**src/rtl/uvas_pkg.sv**
```systemverilog
// Shared types, constants and register indexes for the UV sensor auto-range scaler.
// No dependencies; every other file depends on this package.
package uvas_pkg;

	localparam int GAIN_CODES = 12;
	localparam int TIME_CODES = 8;
	localparam int GAIN_W     = 4;
	localparam int TIME_W     = 3;
	localparam int COUNT_W    = 16;
	localparam int COEF_W     = 24;
	localparam int PROD_W     = COUNT_W + COEF_W;
	localparam int IRR_W      = 40;
	localparam int UVI_W      = 47;
	localparam int CTRL_W     = 8;
	localparam int SHIFT_W    = $clog2(GAIN_CODES + TIME_CODES - 1);
	localparam int SUM_W      = 52;
	localparam int DVD_W      = 56;
	localparam int DIV_BITS   = 8;
	localparam int DIV_ROUNDS = DVD_W / DIV_BITS;
	localparam int RND_W      = $clog2(DIV_ROUNDS);
	localparam int REM_W      = 7;
	localparam int DIVISOR    = 100;
	localparam int CFG_IDX_W  = 3;
	localparam int CFG_DATA_W = 24;

	localparam logic [GAIN_W-1:0] GAIN_MAX = GAIN_W'(GAIN_CODES - 1);
	localparam logic [TIME_W-1:0] TIME_MAX = TIME_W'(TIME_CODES - 1);

	typedef enum logic [CFG_IDX_W-1:0] {
		REG_BRIGHT_LIMIT = 3'd0,
		REG_DARK_LIMIT   = 3'd1,
		REG_START_GAIN   = 3'd2,
		REG_START_TIME   = 3'd3,
		REG_COEF_A       = 3'd4,
		REG_COEF_B       = 3'd5,
		REG_COEF_C       = 3'd6
	} reg_idx_t;

	typedef enum logic [2:0] {
		ST_IDLE,
		ST_MUL,
		ST_SUM,
		ST_DIV,
		ST_DONE
	} state_t;

	typedef struct packed {
		logic               mul_en;
		logic [SHIFT_W-1:0] shift;
	} scale_ctl_t;

	typedef struct packed {
		logic start;
	} div_ctl_t;

	typedef struct packed {
		logic busy;
		logic done;
	} div_sts_t;

endpackage

```
**src/rtl/uvas_if.sv**
```systemverilog
// Valid/ready channel interfaces for the sample input and the result output.
// Depends on uvas_pkg for field widths.
interface uvas_in_if;
	logic                          valid;
	logic                          ready;
	logic [uvas_pkg::COUNT_W-1:0]  count_a;
	logic [uvas_pkg::COUNT_W-1:0]  count_b;
	logic [uvas_pkg::COUNT_W-1:0]  count_c;

	modport source (output valid, count_a, count_b, count_c, input ready);
	modport sink   (input valid, count_a, count_b, count_c, output ready);
endinterface

interface uvas_out_if;
	logic                          valid;
	logic                          ready;
	logic [uvas_pkg::IRR_W-1:0]    irr_a;
	logic [uvas_pkg::IRR_W-1:0]    irr_b;
	logic [uvas_pkg::IRR_W-1:0]    irr_c;
	logic [uvas_pkg::UVI_W-1:0]    uv_level;
	logic [uvas_pkg::GAIN_W-1:0]   next_gain;
	logic [uvas_pkg::TIME_W-1:0]   next_time;
	logic                          setting_changed;
	logic [uvas_pkg::CTRL_W-1:0]   control_byte;

	modport source (output valid, irr_a, irr_b, irr_c, uv_level, next_gain, next_time,
		setting_changed, control_byte, input ready);
	modport sink   (input valid, irr_a, irr_b, irr_c, uv_level, next_gain, next_time,
		setting_changed, control_byte, output ready);
endinterface

```
**src/rtl/uv_sensor_autorange_scaler_core.sv**
```systemverilog
// Top level of the UV sensor auto-range scaler: sequencer, range control, registers.
// Depends on uvas_pkg, uvas_if, uvas_scale_unit and uvas_div100.
//
// A sample transfer runs from acceptance through ST_MUL, ST_SUM, ST_DIV and ST_DONE before
// the next ready, so no new sample is taken until the last result is loaded: the shared
// multiplier serves the three channels in turn (the product is registered before shift
// and saturation), the UV index sum starts the divide by one hundred at eight bits a cycle,
// the quotient is collected and the output register loaded. The load waits for as long as
// the previous result sits in the output register untaken. Input ready is high only while
// the sequencer is idle; the result stays in its output register until taken, and a new
// sample may be accepted meanwhile. Gain and time codes used for scaling are those in force
// before the adjustment that the same sample causes; a write to start_gain or start_time
// reloads the corresponding code.
module uv_sensor_autorange_scaler_core (
	input  logic                            clk,
	input  logic                            arst_n,
	uvas_in_if.sink                         samples,
	uvas_out_if.source                      results,
	input  logic                            cfg_wr_en,
	input  logic [uvas_pkg::CFG_IDX_W-1:0]  cfg_index,
	input  logic [uvas_pkg::CFG_DATA_W-1:0] cfg_data
);
	import uvas_pkg::*;

	state_t             state_q;
	state_t             state_nx;
	logic [1:0]         ch_q;

	logic [COUNT_W-1:0] bright_q;
	logic [COUNT_W-1:0] dark_q;
	logic [COEF_W-1:0]  coef_a_q;
	logic [COEF_W-1:0]  coef_b_q;
	logic [COEF_W-1:0]  coef_c_q;
	logic [GAIN_W-1:0]  gain_code_q;
	logic [TIME_W-1:0]  time_code_q;

	logic [COUNT_W-1:0] cnt_a_q;
	logic [COUNT_W-1:0] cnt_b_q;
	logic [COUNT_W-1:0] cnt_c_q;
	logic [SHIFT_W-1:0] shift_q;
	logic [GAIN_W-1:0]  ng_q;
	logic [TIME_W-1:0]  nt_q;
	logic               chg_q;
	logic [IRR_W-1:0]   irr_a_q;
	logic [IRR_W-1:0]   irr_b_q;
	logic [IRR_W-1:0]   irr_c_q;

	logic               out_valid_q;
	logic [IRR_W-1:0]   o_irr_a_q;
	logic [IRR_W-1:0]   o_irr_b_q;
	logic [IRR_W-1:0]   o_irr_c_q;
	logic [UVI_W-1:0]   o_uvi_q;
	logic [UVI_W-1:0]   uvi_q;
	logic [GAIN_W-1:0]  o_ng_q;
	logic [TIME_W-1:0]  o_nt_q;
	logic               o_chg_q;

	logic               in_xfer;
	logic               out_load;
	logic [COUNT_W-1:0] peak;
	logic [GAIN_W-1:0]  ng;
	logic [TIME_W-1:0]  nt;

	scale_ctl_t         scale_ctl;
	logic [COUNT_W-1:0] mul_count;
	logic [COEF_W-1:0]  mul_coef;
	logic [IRR_W-1:0]   scaled;

	div_ctl_t           div_ctl;
	div_sts_t           div_sts;
	logic [SUM_W-1:0]   uv_sum;
	logic [DVD_W-1:0]   quotient;

	assign in_xfer  = samples.valid && samples.ready;
	assign out_load = (state_q == ST_DONE) && (!out_valid_q || results.ready);

	// range decision from the peak channel; bright takes precedence
	always_comb begin
		peak = samples.count_a;
		if (samples.count_b > peak) begin
			peak = samples.count_b;
		end
		if (samples.count_c > peak) begin
			peak = samples.count_c;
		end
		ng = gain_code_q;
		nt = time_code_q;
		if (peak > bright_q) begin
			if (time_code_q != '0) begin
				nt = time_code_q - 1'b1;
			end else if (gain_code_q < GAIN_MAX) begin
				ng = gain_code_q + 1'b1;
			end
		end else if (peak < dark_q) begin
			if (gain_code_q != '0) begin
				ng = gain_code_q - 1'b1;
			end else if (time_code_q < TIME_MAX) begin
				nt = time_code_q + 1'b1;
			end
		end
	end

	always_comb begin
		state_nx = state_q;
		case (state_q)
			ST_IDLE: begin
				if (in_xfer) begin
					state_nx = ST_MUL;
				end
			end
			ST_MUL: begin
				if (ch_q == 2'd3) begin
					state_nx = ST_SUM;
				end
			end
			ST_SUM: state_nx = ST_DIV;
			ST_DIV: begin
				if (div_sts.done) begin
					state_nx = ST_DONE;
				end
			end
			ST_DONE: begin
				if (out_load) begin
					state_nx = ST_IDLE;
				end
			end
			default: state_nx = ST_IDLE;
		endcase
	end

	always_comb begin
		samples.ready    = 1'b0;
		scale_ctl.mul_en = 1'b0;
		scale_ctl.shift  = shift_q;
		div_ctl.start    = 1'b0;
		case (state_q)
			ST_IDLE: samples.ready    = 1'b1;
			ST_MUL:  scale_ctl.mul_en = (ch_q != 2'd3);
			ST_SUM:  div_ctl.start    = 1'b1;
			default: begin
			end
		endcase
	end

	always_comb begin
		case (ch_q)
			2'd0: begin
				mul_count = cnt_a_q;
				mul_coef  = coef_a_q;
			end
			2'd1: begin
				mul_count = cnt_b_q;
				mul_coef  = coef_b_q;
			end
			default: begin
				mul_count = cnt_c_q;
				mul_coef  = coef_c_q;
			end
		endcase
	end

	// 4000*irr_b + 8*irr_a
	assign uv_sum = {irr_b_q, 12'b0} - {6'b0, irr_b_q, 6'b0} - {7'b0, irr_b_q, 5'b0}
		+ {9'b0, irr_a_q, 3'b0};

	uvas_scale_unit u_scale (
		.clk   (clk),
		.ctl   (scale_ctl),
		.count (mul_count),
		.coef  (mul_coef),
		.irr   (scaled)
	);

	uvas_div100 u_div (
		.clk      (clk),
		.arst_n   (arst_n),
		.ctl      (div_ctl),
		.dividend (uv_sum),
		.sts      (div_sts),
		.quotient (quotient)
	);

	always_ff @(posedge clk or negedge arst_n) begin
		if (!arst_n) begin
			state_q     <= ST_IDLE;
			ch_q        <= '0;
			out_valid_q <= 1'b0;
			bright_q    <= 16'd60000;
			dark_q      <= 16'd200;
			coef_a_q    <= 24'd1089372;
			coef_b_q    <= 24'd1204706;
			coef_c_q    <= 24'd131959;
			gain_code_q <= '0;
			time_code_q <= '0;
		end else begin
			state_q <= state_nx;
			if (state_q == ST_MUL) begin
				ch_q <= ch_q + 1'b1;
			end else begin
				ch_q <= '0;
			end
			if (out_load) begin
				out_valid_q <= 1'b1;
			end else if (results.ready) begin
				out_valid_q <= 1'b0;
			end
			if (in_xfer) begin
				gain_code_q <= ng;
				time_code_q <= nt;
			end
			if (cfg_wr_en) begin
				case (cfg_index)
					REG_BRIGHT_LIMIT: bright_q <= cfg_data[COUNT_W-1:0];
					REG_DARK_LIMIT:   dark_q   <= cfg_data[COUNT_W-1:0];
					REG_START_GAIN: begin
						if (cfg_data[GAIN_W-1:0] > GAIN_MAX) begin
							gain_code_q <= GAIN_MAX;
						end else begin
							gain_code_q <= cfg_data[GAIN_W-1:0];
						end
					end
					REG_START_TIME: begin
						if (cfg_data[TIME_W-1:0] > TIME_MAX) begin
							time_code_q <= TIME_MAX;
						end else begin
							time_code_q <= cfg_data[TIME_W-1:0];
						end
					end
					REG_COEF_A: coef_a_q <= cfg_data;
					REG_COEF_B: coef_b_q <= cfg_data;
					REG_COEF_C: coef_c_q <= cfg_data;
					default: begin
					end
				endcase
			end
		end
	end

	always_ff @(posedge clk) begin
		if (in_xfer) begin
			cnt_a_q <= samples.count_a;
			cnt_b_q <= samples.count_b;
			cnt_c_q <= samples.count_c;
			shift_q <= SHIFT_W'(GAIN_MAX) - SHIFT_W'(gain_code_q) + SHIFT_W'(time_code_q);
			ng_q    <= ng;
			nt_q    <= nt;
			chg_q   <= (ng != gain_code_q) || (nt != time_code_q);
		end
		if (state_q == ST_MUL) begin
			case (ch_q)
				2'd1:    irr_a_q <= scaled;
				2'd2:    irr_b_q <= scaled;
				2'd3:    irr_c_q <= scaled;
				default: begin
				end
			endcase
		end
		if (state_q == ST_DIV && div_sts.done) begin
			uvi_q <= quotient[UVI_W-1:0];
		end
		if (out_load) begin
			o_irr_a_q <= irr_a_q;
			o_irr_b_q <= irr_b_q;
			o_irr_c_q <= irr_c_q;
			o_uvi_q   <= uvi_q;
			o_ng_q    <= ng_q;
			o_nt_q    <= nt_q;
			o_chg_q   <= chg_q;
		end
	end

	assign results.valid           = out_valid_q;
	assign results.irr_a           = o_irr_a_q;
	assign results.irr_b           = o_irr_b_q;
	assign results.irr_c           = o_irr_c_q;
	assign results.uv_level        = o_uvi_q;
	assign results.next_gain       = o_ng_q;
	assign results.next_time       = o_nt_q;
	assign results.setting_changed = o_chg_q;
	assign results.control_byte    = {o_ng_q, 1'b0, o_nt_q};

	a_codes_in_range: assert property (@(posedge clk) disable iff (!arst_n)
		(gain_code_q <= GAIN_MAX) && (time_code_q <= TIME_MAX))
		else $error("gain or time code out of range");

	a_busy_after_accept: assert property (@(posedge clk) disable iff (!arst_n)
		in_xfer |=> !samples.ready)
		else $error("sample accepted while a sample is in flight");

	a_div_done_in_div: assert property (@(posedge clk) disable iff (!arst_n)
		div_sts.done |-> (state_q == ST_DIV))
		else $error("divider finished outside the divide phase");

	a_div_idle_on_start: assert property (@(posedge clk) disable iff (!arst_n)
		div_ctl.start |-> !div_sts.busy)
		else $error("divider restarted while busy");

endmodule

```
**src/rtl/uvas_scale_unit.sv**
```systemverilog
// Shared 16x24 multiplier with a registered product, then right shift and 40-bit saturation.
// Depends on uvas_pkg.
module uvas_scale_unit (
	input  logic                         clk,
	input  uvas_pkg::scale_ctl_t         ctl,
	input  logic [uvas_pkg::COUNT_W-1:0] count,
	input  logic [uvas_pkg::COEF_W-1:0]  coef,
	output logic [uvas_pkg::IRR_W-1:0]   irr
);
	import uvas_pkg::*;

	logic [PROD_W-1:0]   prod_s1;
	logic [PROD_W+3:0]   shifted;

	always_ff @(posedge clk) begin
		if (ctl.mul_en) begin
			prod_s1 <= PROD_W'(count) * PROD_W'(coef);
		end
	end

	// Q28.12 product to Q24.16, then drop the range bits
	assign shifted = {prod_s1, 4'b0000} >> ctl.shift;

	always_comb begin
		if (shifted[PROD_W+3:IRR_W] != '0) begin
			irr = '1;
		end else begin
			irr = shifted[IRR_W-1:0];
		end
	end

endmodule

```
**src/rtl/uvas_div100.sv**
```systemverilog
// Iterative restoring divider by one hundred, eight quotient bits per cycle.
// Depends on uvas_pkg.
module uvas_div100 (
	input  logic                        clk,
	input  logic                        arst_n,
	input  uvas_pkg::div_ctl_t          ctl,
	input  logic [uvas_pkg::SUM_W-1:0]  dividend,
	output uvas_pkg::div_sts_t          sts,
	output logic [uvas_pkg::DVD_W-1:0]  quotient
);
	import uvas_pkg::*;

	logic [DVD_W-1:0] dvd_q;
	logic [REM_W-1:0] rem_q;
	logic [RND_W-1:0] rnd_q;
	logic             busy_q;
	logic             done_q;
	logic [DVD_W-1:0] dvd_nx;
	logic [REM_W-1:0] rem_nx;

	always_comb begin
		logic [REM_W:0]   r;
		logic [DVD_W-1:0] d;
		r = {1'b0, rem_q};
		d = dvd_q;
		for (int i = 0; i < DIV_BITS; i++) begin
			r = {r[REM_W-1:0], d[DVD_W-1]};
			d = {d[DVD_W-2:0], 1'b0};
			if (r >= (REM_W+1)'(DIVISOR)) begin
				r = r - (REM_W+1)'(DIVISOR);
				d[0] = 1'b1;
			end
		end
		dvd_nx = d;
		rem_nx = r[REM_W-1:0];
	end

	always_ff @(posedge clk or negedge arst_n) begin
		if (!arst_n) begin
			busy_q <= 1'b0;
			done_q <= 1'b0;
			rnd_q  <= '0;
		end else begin
			done_q <= 1'b0;
			if (ctl.start) begin
				busy_q <= 1'b1;
				rnd_q  <= '0;
			end else if (busy_q) begin
				rnd_q <= rnd_q + 1'b1;
				if (rnd_q == RND_W'(DIV_ROUNDS - 1)) begin
					busy_q <= 1'b0;
					done_q <= 1'b1;
				end
			end
		end
	end

	always_ff @(posedge clk) begin
		if (ctl.start) begin
			dvd_q <= {{(DVD_W-SUM_W){1'b0}}, dividend};
			rem_q <= '0;
		end else if (busy_q) begin
			dvd_q <= dvd_nx;
			rem_q <= rem_nx;
		end
	end

	assign sts.busy = busy_q;
	assign sts.done = done_q;
	assign quotient = dvd_q;

endmodule

```
**src/flat_wrapper.sv**
```systemverilog
// flat-port wrapper written by rule: the top's interface ports become plain ports
module uv_sensor_autorange_scaler_core_flat import uvas_pkg::*;
  (clk, arst_n, cfg_wr_en, cfg_index, cfg_data, samples_valid, samples_count_a, samples_count_b, samples_count_c, samples_ready, results_valid, results_irr_a, results_irr_b, results_irr_c, results_uv_level, results_next_gain, results_next_time, results_setting_changed, results_control_byte, results_ready);
  uvas_in_if samples_i ();
  uvas_out_if results_i ();
  input  logic clk;
  input  logic arst_n;
  input  logic cfg_wr_en;
  input  logic [uvas_pkg::CFG_IDX_W-1:0] cfg_index;
  input  logic [uvas_pkg::CFG_DATA_W-1:0] cfg_data;
  input wire logic [$bits(samples_i.valid)-1:0] samples_valid;
  input wire logic [$bits(samples_i.count_a)-1:0] samples_count_a;
  input wire logic [$bits(samples_i.count_b)-1:0] samples_count_b;
  input wire logic [$bits(samples_i.count_c)-1:0] samples_count_c;
  output wire logic [$bits(samples_i.ready)-1:0] samples_ready;
  output wire logic [$bits(results_i.valid)-1:0] results_valid;
  output wire logic [$bits(results_i.irr_a)-1:0] results_irr_a;
  output wire logic [$bits(results_i.irr_b)-1:0] results_irr_b;
  output wire logic [$bits(results_i.irr_c)-1:0] results_irr_c;
  output wire logic [$bits(results_i.uv_level)-1:0] results_uv_level;
  output wire logic [$bits(results_i.next_gain)-1:0] results_next_gain;
  output wire logic [$bits(results_i.next_time)-1:0] results_next_time;
  output wire logic [$bits(results_i.setting_changed)-1:0] results_setting_changed;
  output wire logic [$bits(results_i.control_byte)-1:0] results_control_byte;
  input wire logic [$bits(results_i.ready)-1:0] results_ready;
  assign samples_i.valid = samples_valid;
  assign samples_i.count_a = samples_count_a;
  assign samples_i.count_b = samples_count_b;
  assign samples_i.count_c = samples_count_c;
  assign samples_ready = samples_i.ready;
  assign results_valid = results_i.valid;
  assign results_irr_a = results_i.irr_a;
  assign results_irr_b = results_i.irr_b;
  assign results_irr_c = results_i.irr_c;
  assign results_uv_level = results_i.uv_level;
  assign results_next_gain = results_i.next_gain;
  assign results_next_time = results_i.next_time;
  assign results_setting_changed = results_i.setting_changed;
  assign results_control_byte = results_i.control_byte;
  assign results_i.ready = results_ready;
  uv_sensor_autorange_scaler_core u_core (.clk(clk), .arst_n(arst_n), .samples(samples_i), .results(results_i), .cfg_wr_en(cfg_wr_en), .cfg_index(cfg_index), .cfg_data(cfg_data));
endmodule
```
**config.mk**
```make
export PLATFORM = sky130hd
export DESIGN_NAME = uv_sensor_autorange_scaler_core_flat
export DESIGN_NICKNAME = d
export VERILOG_FILES = /design/src/rtl/uvas_pkg.sv /design/src/rtl/uvas_if.sv /design/src/rtl/uv_sensor_autorange_scaler_core.sv /design/src/rtl/uvas_scale_unit.sv /design/src/rtl/uvas_div100.sv /design/src/flat_wrapper.sv
export SDC_FILE = /design/constraint.sdc
export NUM_CORES = 2
export LEC_CHECK = 0
export BUFFER_PORTS_ARGS = -buffer_cell sky130_fd_sc_hd__buf_2
export CORE_ASPECT_RATIO = 0.9
export CORE_MARGIN = 2
export CORE_UTILIZATION = 40
export DETAILED_ROUTE_END_ITERATION = 8
export PLACE_DENSITY_LB_ADDON = 0.05
export SLEW_MARGIN = 20
export SYNTH_ARGS = -nofsm -noshare
export SYNTH_HDL_FRONTEND = slang
export SYNTH_SLANG_ARGS = --single-unit
```
**constraint.sdc**
```tcl
create_clock -name clk -period 15.3 [get_ports clk]
set_input_delay 1.53 -clock clk [delete_from_list [all_inputs] [get_ports clk]]
set_output_delay 1.53 -clock clk [all_outputs]
set_load 0.05 [all_outputs]
```
## Word-level counts from Yosys, hierarchy flattened

Index checks and enable logic that the tools add are counted.

- Shift operators: 1
- Order comparisons: 16
- Equality and inequality tests: 21
- Reductions and logical operators: 23
- $add $sub $neg: 19
- Multiply operators: 1
- Mux-type cells: 60

Operators with widths:

| kind | count |
|---|---|
| $mux 52 | 2 |
| $ge 8x7->1 const B | 8 |
| $mux 7 | 8 |
| $sub 7x7->7 const B | 8 |
| $add 52x43->52 | 1 |
| $sub 52x45->52 | 1 |
| $sub 52x46->52 | 1 |
| $gt 16x16->1 | 3 |
| $pmux 24 s2 | 1 |
| $mux 3 | 15 |
| $shr 44x5->44 | 1 |
| $mul 16x24->40 | 1 |
| $mux 40 | 1 |
| $mux 4 | 9 |
| $mux 16 | 2 |
| $pmux 16 s2 | 1 |
| $mux 1 | 19 |
| $lt 16x16->1 | 1 |
| $reduce_and 2->1 | 8 |
| $eq 3x3->1 const B | 5 |
| $pmux 3 s5 | 1 |
| $eq 3x2->1 const B | 4 |
| $reduce_bool 4->1 | 2 |
| $add 3x1->3 const B | 2 |
| other kinds (26) | 36 |

- Bits of input ports: 80
- Register bits: 628
- Output and inout port bits: 185

## Longest topological paths before layout

- Depth in word-level cells: 18
- Gate-level depth with buffers: 49

## Cells and area by module

Synthesis repeated with hierarchy kept, for this count alone.

- Cells, all modules: 3,978
- Area, all modules: 45,024.4 um^2

Modules (own cells, without submodules):

| module | area an instance (um^2) | instances | cells an instance |
|---|---|---|---|
| uv_sensor_autorange_scaler_core | 24,295.8 | 1 | 1,717 |
| uvas_scale_unit | 15,772.6 | 1 | 1,788 |
| uvas_div100 | 4,956.0 | 1 | 473 |

## Worst setup path before layout

No wires, ideal clock.

- Kind: register to register
- Start point: register u_core.u_div.rem_q[1]
- End point: register u_core.u_div.rem_q[3]
- Library setup time: 0.070 ns
- Setup slack: 6.039 ns
- Arrival time: 9.191 ns
- Cell stages (with the launch flop): 48
- Required time: 15.230 ns
- Clock period less this slack: 9.261 ns
- Cell sequence: dfxtp_1 -> buf_2 -> inv_1 -> ha_1 -> nand2b_4 -> a21oi_1 -> nor2_1 -> a21oi_1 -> ha_1 -> nand2_1 -> a311oi_4 -> nor2_4 -> xnor2_2 -> ha_1 -> o211a_1 -> a31oi_2 -> o21a_1 -> nor2_1 -> [12 not listed] -> o21ai_2 -> nand2_1 -> o21ai_0 -> ha_1 -> inv_1 -> a2111oi_4 -> nand3_2 -> and3_1 -> o31a_1 -> ha_1 -> inv_1 -> o211ai_1 -> a32oi_1 -> inv_1 -> ha_1 -> a311oi_4 -> mux2_4 -> a21oi_1

- Word-level cells in the longest chain between the ends: 16
- Elaborated cells between the ends (all ways): 24
- Those cells by class: add/sub: 8; order compare: 8; mux: 8

Ends and longest elaborated chain:

| what | RTL line | RTL |
|---|---|---|
| from (decl) | uvas_div100.sv:14 | `logic [REM_W-1:0] rem_q;` |
| from (signal assigned) | uvas_div100.sv:64 | `rem_q <= rem_nx;` |
| $sub 7x7->7 / $ge 8x7->1 (equally long branches) | uvas_div100.sv:30, uvas_div100.sv:29 |  |
| $mux 7 * | uvas_div100.sv:29 | `if (r >= (REM_W+1)'(DIVISOR)) begin` |
| $sub 7x7->7 / $ge 8x7->1 (equally long branches) | uvas_div100.sv:30, uvas_div100.sv:29 |  |
| $mux 7 * | uvas_div100.sv:29 |  |
| $sub 7x7->7 / $ge 8x7->1 (equally long branches) | uvas_div100.sv:30, uvas_div100.sv:29 |  |
| $mux 7 * | uvas_div100.sv:29 |  |
| $sub 7x7->7 / $ge 8x7->1 (equally long branches) | uvas_div100.sv:30, uvas_div100.sv:29 |  |
| $mux 7 * | uvas_div100.sv:29 |  |
| $sub 7x7->7 / $ge 8x7->1 (equally long branches) | uvas_div100.sv:30, uvas_div100.sv:29 |  |
| $mux 7 * | uvas_div100.sv:29 |  |
| $ge 8x7->1 / $sub 7x7->7 (equally long branches) | uvas_div100.sv:29, uvas_div100.sv:30 |  |
| $mux 7 * | uvas_div100.sv:29 |  |
| $sub 7x7->7 / $ge 8x7->1 (equally long branches) | uvas_div100.sv:30, uvas_div100.sv:29 |  |
| $mux 7 * | uvas_div100.sv:29 |  |
| $sub 7x7->7 / $ge 8x7->1 (equally long branches) | uvas_div100.sv:30, uvas_div100.sv:29 |  |
| $mux 7 * | uvas_div100.sv:29 |  |

Every way passes the cells marked *; elsewhere a longest branch is shown, timed or not.
A chain may end at the register's enable or synchronous reset.

## Final worst setup path

Same ends and word-level chain as after synthesis.

==> results_dict.tcl <==
set metrics [dict create \
    critPathMostFrequentCell "ha_1" \
    start_util_pct 40.3 \
    ff2ff_path_depth 46 \
    cts_resized 0 \
    max_stage_delay_ps 450 \
    die_y_um 316 \
    place_area_um2 46300 \
    max_cap_viol_count 0 \
    slowest_stage "a2111oi_4" \
    yosys_most_used_dff "edfxtp_1" \
    fin_cells 5512 \
    viasPerCell 5.19 \
    clockRootBuffer "clkbuf_16" \
    syn_to_final_growth_pct 12.1 \
    drive_gt1_share_pct 16.1 \
    core_um2 107000 \
    reg2reg_from "u_core.u_div.rem_q[1]" \
    drc 0 \
    antenna_found_initial 4 \
    synth.top_cell.area_share_pct 34.3 \
    cp-end-kind "flop" \
    hold_path_class "reg2reg" \
    drtAntennaViolNets 0 \
    drt_iter0_drc 1599 \
    yosysUniqueCellTypes 109 \
    max_freq_mhz 93.2 \
    nets 4728 \
    critPathLaunchType "flop" \
    setup_ws_ps 4570 \
    finalCriticalPeriod_ps 10730 \
    dpl.hpwl_mm 90.9 \
    finalHoldViolCount 0 \
    gp_congestion 0.871 \
    holdPathEnd "u_core.results.irr_c[14]" \
    worstHoldPathCells 0 \
    vias 28600 \
    numCtsBuffers 71 \
    arrival_ps 11310 \
    synth_area_um2 43300 \
    finClkSkew_ps 48.6 \
    r2r-end "u_core.u_div.rem_q[3]" \
    yosys_warnings 0 \
    clkTransAtPathRegs_ps 60 \
    cts_tree "yes" \
    slew_viol_final 0 \
    insertion_delay_ps 660 \
    dp_worst_setup_slack_ps 4810 \
    timing.slew.headroom_pct 29.4 \
    grt_usage_pct 21.2 \
    synth-edff-count 495 \
    async_flop_share_pct 19.4 \
    setup_viol 0 \
    synthesis.nets 4495 \
    crit_start "u_core.u_div.rem_q[1]" \
    rsz0062_at_grt "false" \
    status "finished clean" \
    synth-seq-cells 628 \
    routed_wirelength_mm 116 \
    synthCells 3773 \
    worstPathMaxFanout 8 \
    crit_type "reg2reg" \
    clk_path_buf_depth 3 \
    yosysTopAreaCell "edfxtp_1" \
    wl_per_cell_um 21.1 \
    synth_most_common_cell "edfxtp_1" \
    die_w_um 351 \
    gr-total-overflow 0 \
    design_area_um2 48600 \
    tns_ps 0 \
    synth_common_cells "495 x edfxtp_1, 464 x inv_1, 437 x nand2_1" \
    dp.cells 5382 \
    hp-start "u_core.irr_c_q[14]" \
    holdBufCountCts 0 \
    grt_max_degree 75 \
    die_area_um2 111000 \
    grt_pass1_wl_mm 178 \
    post-route-period-util_pct 70.1 \
    grt_pass1_vias 29700 \
    io_buffers 263 \
    h-tree-depth 3 \
    rows 114 \
    cts_setup_buffers 0 \
    post_synth.cell_area_avg_um2 11.5 \
    yosysSeqAreaShare_pct 42.0 \
    clock-sinks 628 \
    synthTopCellsByArea "edfxtp_1 34%, fa_1 17%, ha_1 7.7%" \
    worst_slew_pin_slew_ps 1060 \
    io_pins 265 \
    first_pass_iters 6 \
    ff2ff_setup_slack_ps 4570 \
    cp.required_ps 15880 \
]
metal layers:
layer  track usage [%]  vias to the layer above  wire length, um
li1                  -                    13400                -
met2              37.5                      624            58700
met3              2.78                      152             4600
met1              27.1                    14400            49600
met5                 0                        -               11
met4              6.40                        2             3300
kinds of logic (layout without fill, tap and decap cells):
kind of cell	Yosys count	count (layout)	share of synthesized area, %
buf+inv	615	903	5.42
xor+xnor	83	83	1.70
fa+ha+maj	642	642	25.1
other cells	1	2	0.00866
compound gates	657	657	10.3
mux	220	220	6.15
flops	628	628	42.0
simple gates	927	927	9.43
worst max-delay path by stage:
stage,to,slack (ps)
final,u_core.u_div.rem_q[3],4570
after global routing,u_core.u_div.rem_q[3],3750
after CTS,u_core.u_div.rem_q[3],4720
after detailed placement,u_core.u_div.rem_q[3],4810
after global placement,u_core.u_scale.prod_s1[38],5080
after floorplan,u_core.u_div.rem_q[3],6040
final cells by class:
| class | count | area (um^2) |
|---|---|---|
| timing repair buffer | 307 | 1660 |
| clock inverter | 39 | 409 |
| tap | 1450 | 1810 |
| sequential | 628 | 18200 |
| clock buffer | 89 | 1860 |
| antenna | 1 | 2.50 |
| fill | 10100 | 58800 |
| multi-input combinational | 2530 | 22900 |
| inverter | 468 | 1760 |
registers in the layout (all words and copies together) (netlist names), 5 cells and up:
name / flops
u_core.uvi_q: 47
u_core.results.irr_c: 40
u_core.results.uv_level: 47
u_core.irr_a_q: 40
u_core.irr_b_q: 40
u_core.coef_c_q: 24
u_core.results.irr_b: 40
u_core.coef_a_q: 24
u_core.u_div.quotient: 56
u_core.irr_c_q: 40
u_core.bright_q: 16
u_core.cnt_c_q: 16
u_core.results.irr_a: 40
u_core.cnt_b_q: 16
u_core.shift_q: 5
u_core.u_scale.prod_s1: 40
u_core.u_div.rem_q: 7
u_core.cnt_a_q: 16
u_core.dark_q: 16
u_core.coef_b_q: 24
worst max-delay path, delay by kind of cell, from the launching register on:
family | cells | cell delay (ps)
flops | 1 | 380
mux | 1 | 340
xor+xnor | 3 | 870
buf+inv | 5 | 450
fa+ha+maj | 8 | 2290
simple gates | 12 | 1660
compound gates | 17 | 4670
stage by stage:
| stage | utilization (%) | hold WS [ps] |
|---|---|---|
| after floorplan | - | 400 |
| final | 45.2 | 381 |
| after detailed placement | 43.1 | 405 |
| after global placement | 43.1 | 400 |
| after CTS | 45.2 | 387 |
| after global routing | 45.2 | 400 |
cells in the final DEF (no fill, tap or decap), types with 32 or more instances in the layout:
| cell type | instances |
|---|---|
| xnor2_1 | 57 |
| ha_1 | 263 |
| dfstp_2 | 39 |
| o21ai_0 | 150 |
| a21oi_1 | 160 |
| a21o_1 | 60 |
| buf_4 | 44 |
| fa_1 | 377 |
| mux2i_1 | 83 |
| inv_1 | 464 |
| nor2b_1 | 32 |
| clkbuf_16 | 71 |
| nand2_1 | 437 |
| nand3_1 | 32 |
| buf_2 | 262 |
| a22oi_1 | 32 |
| dfrtp_1 | 83 |
| mux2_2 | 105 |
| edfxtp_1 | 495 |
| nor2_1 | 248 |
| a22o_1 | 36 |
Power is not shown: default switching activity piles up to over one toggle a cycle in this logic, so the estimate is an artifact.
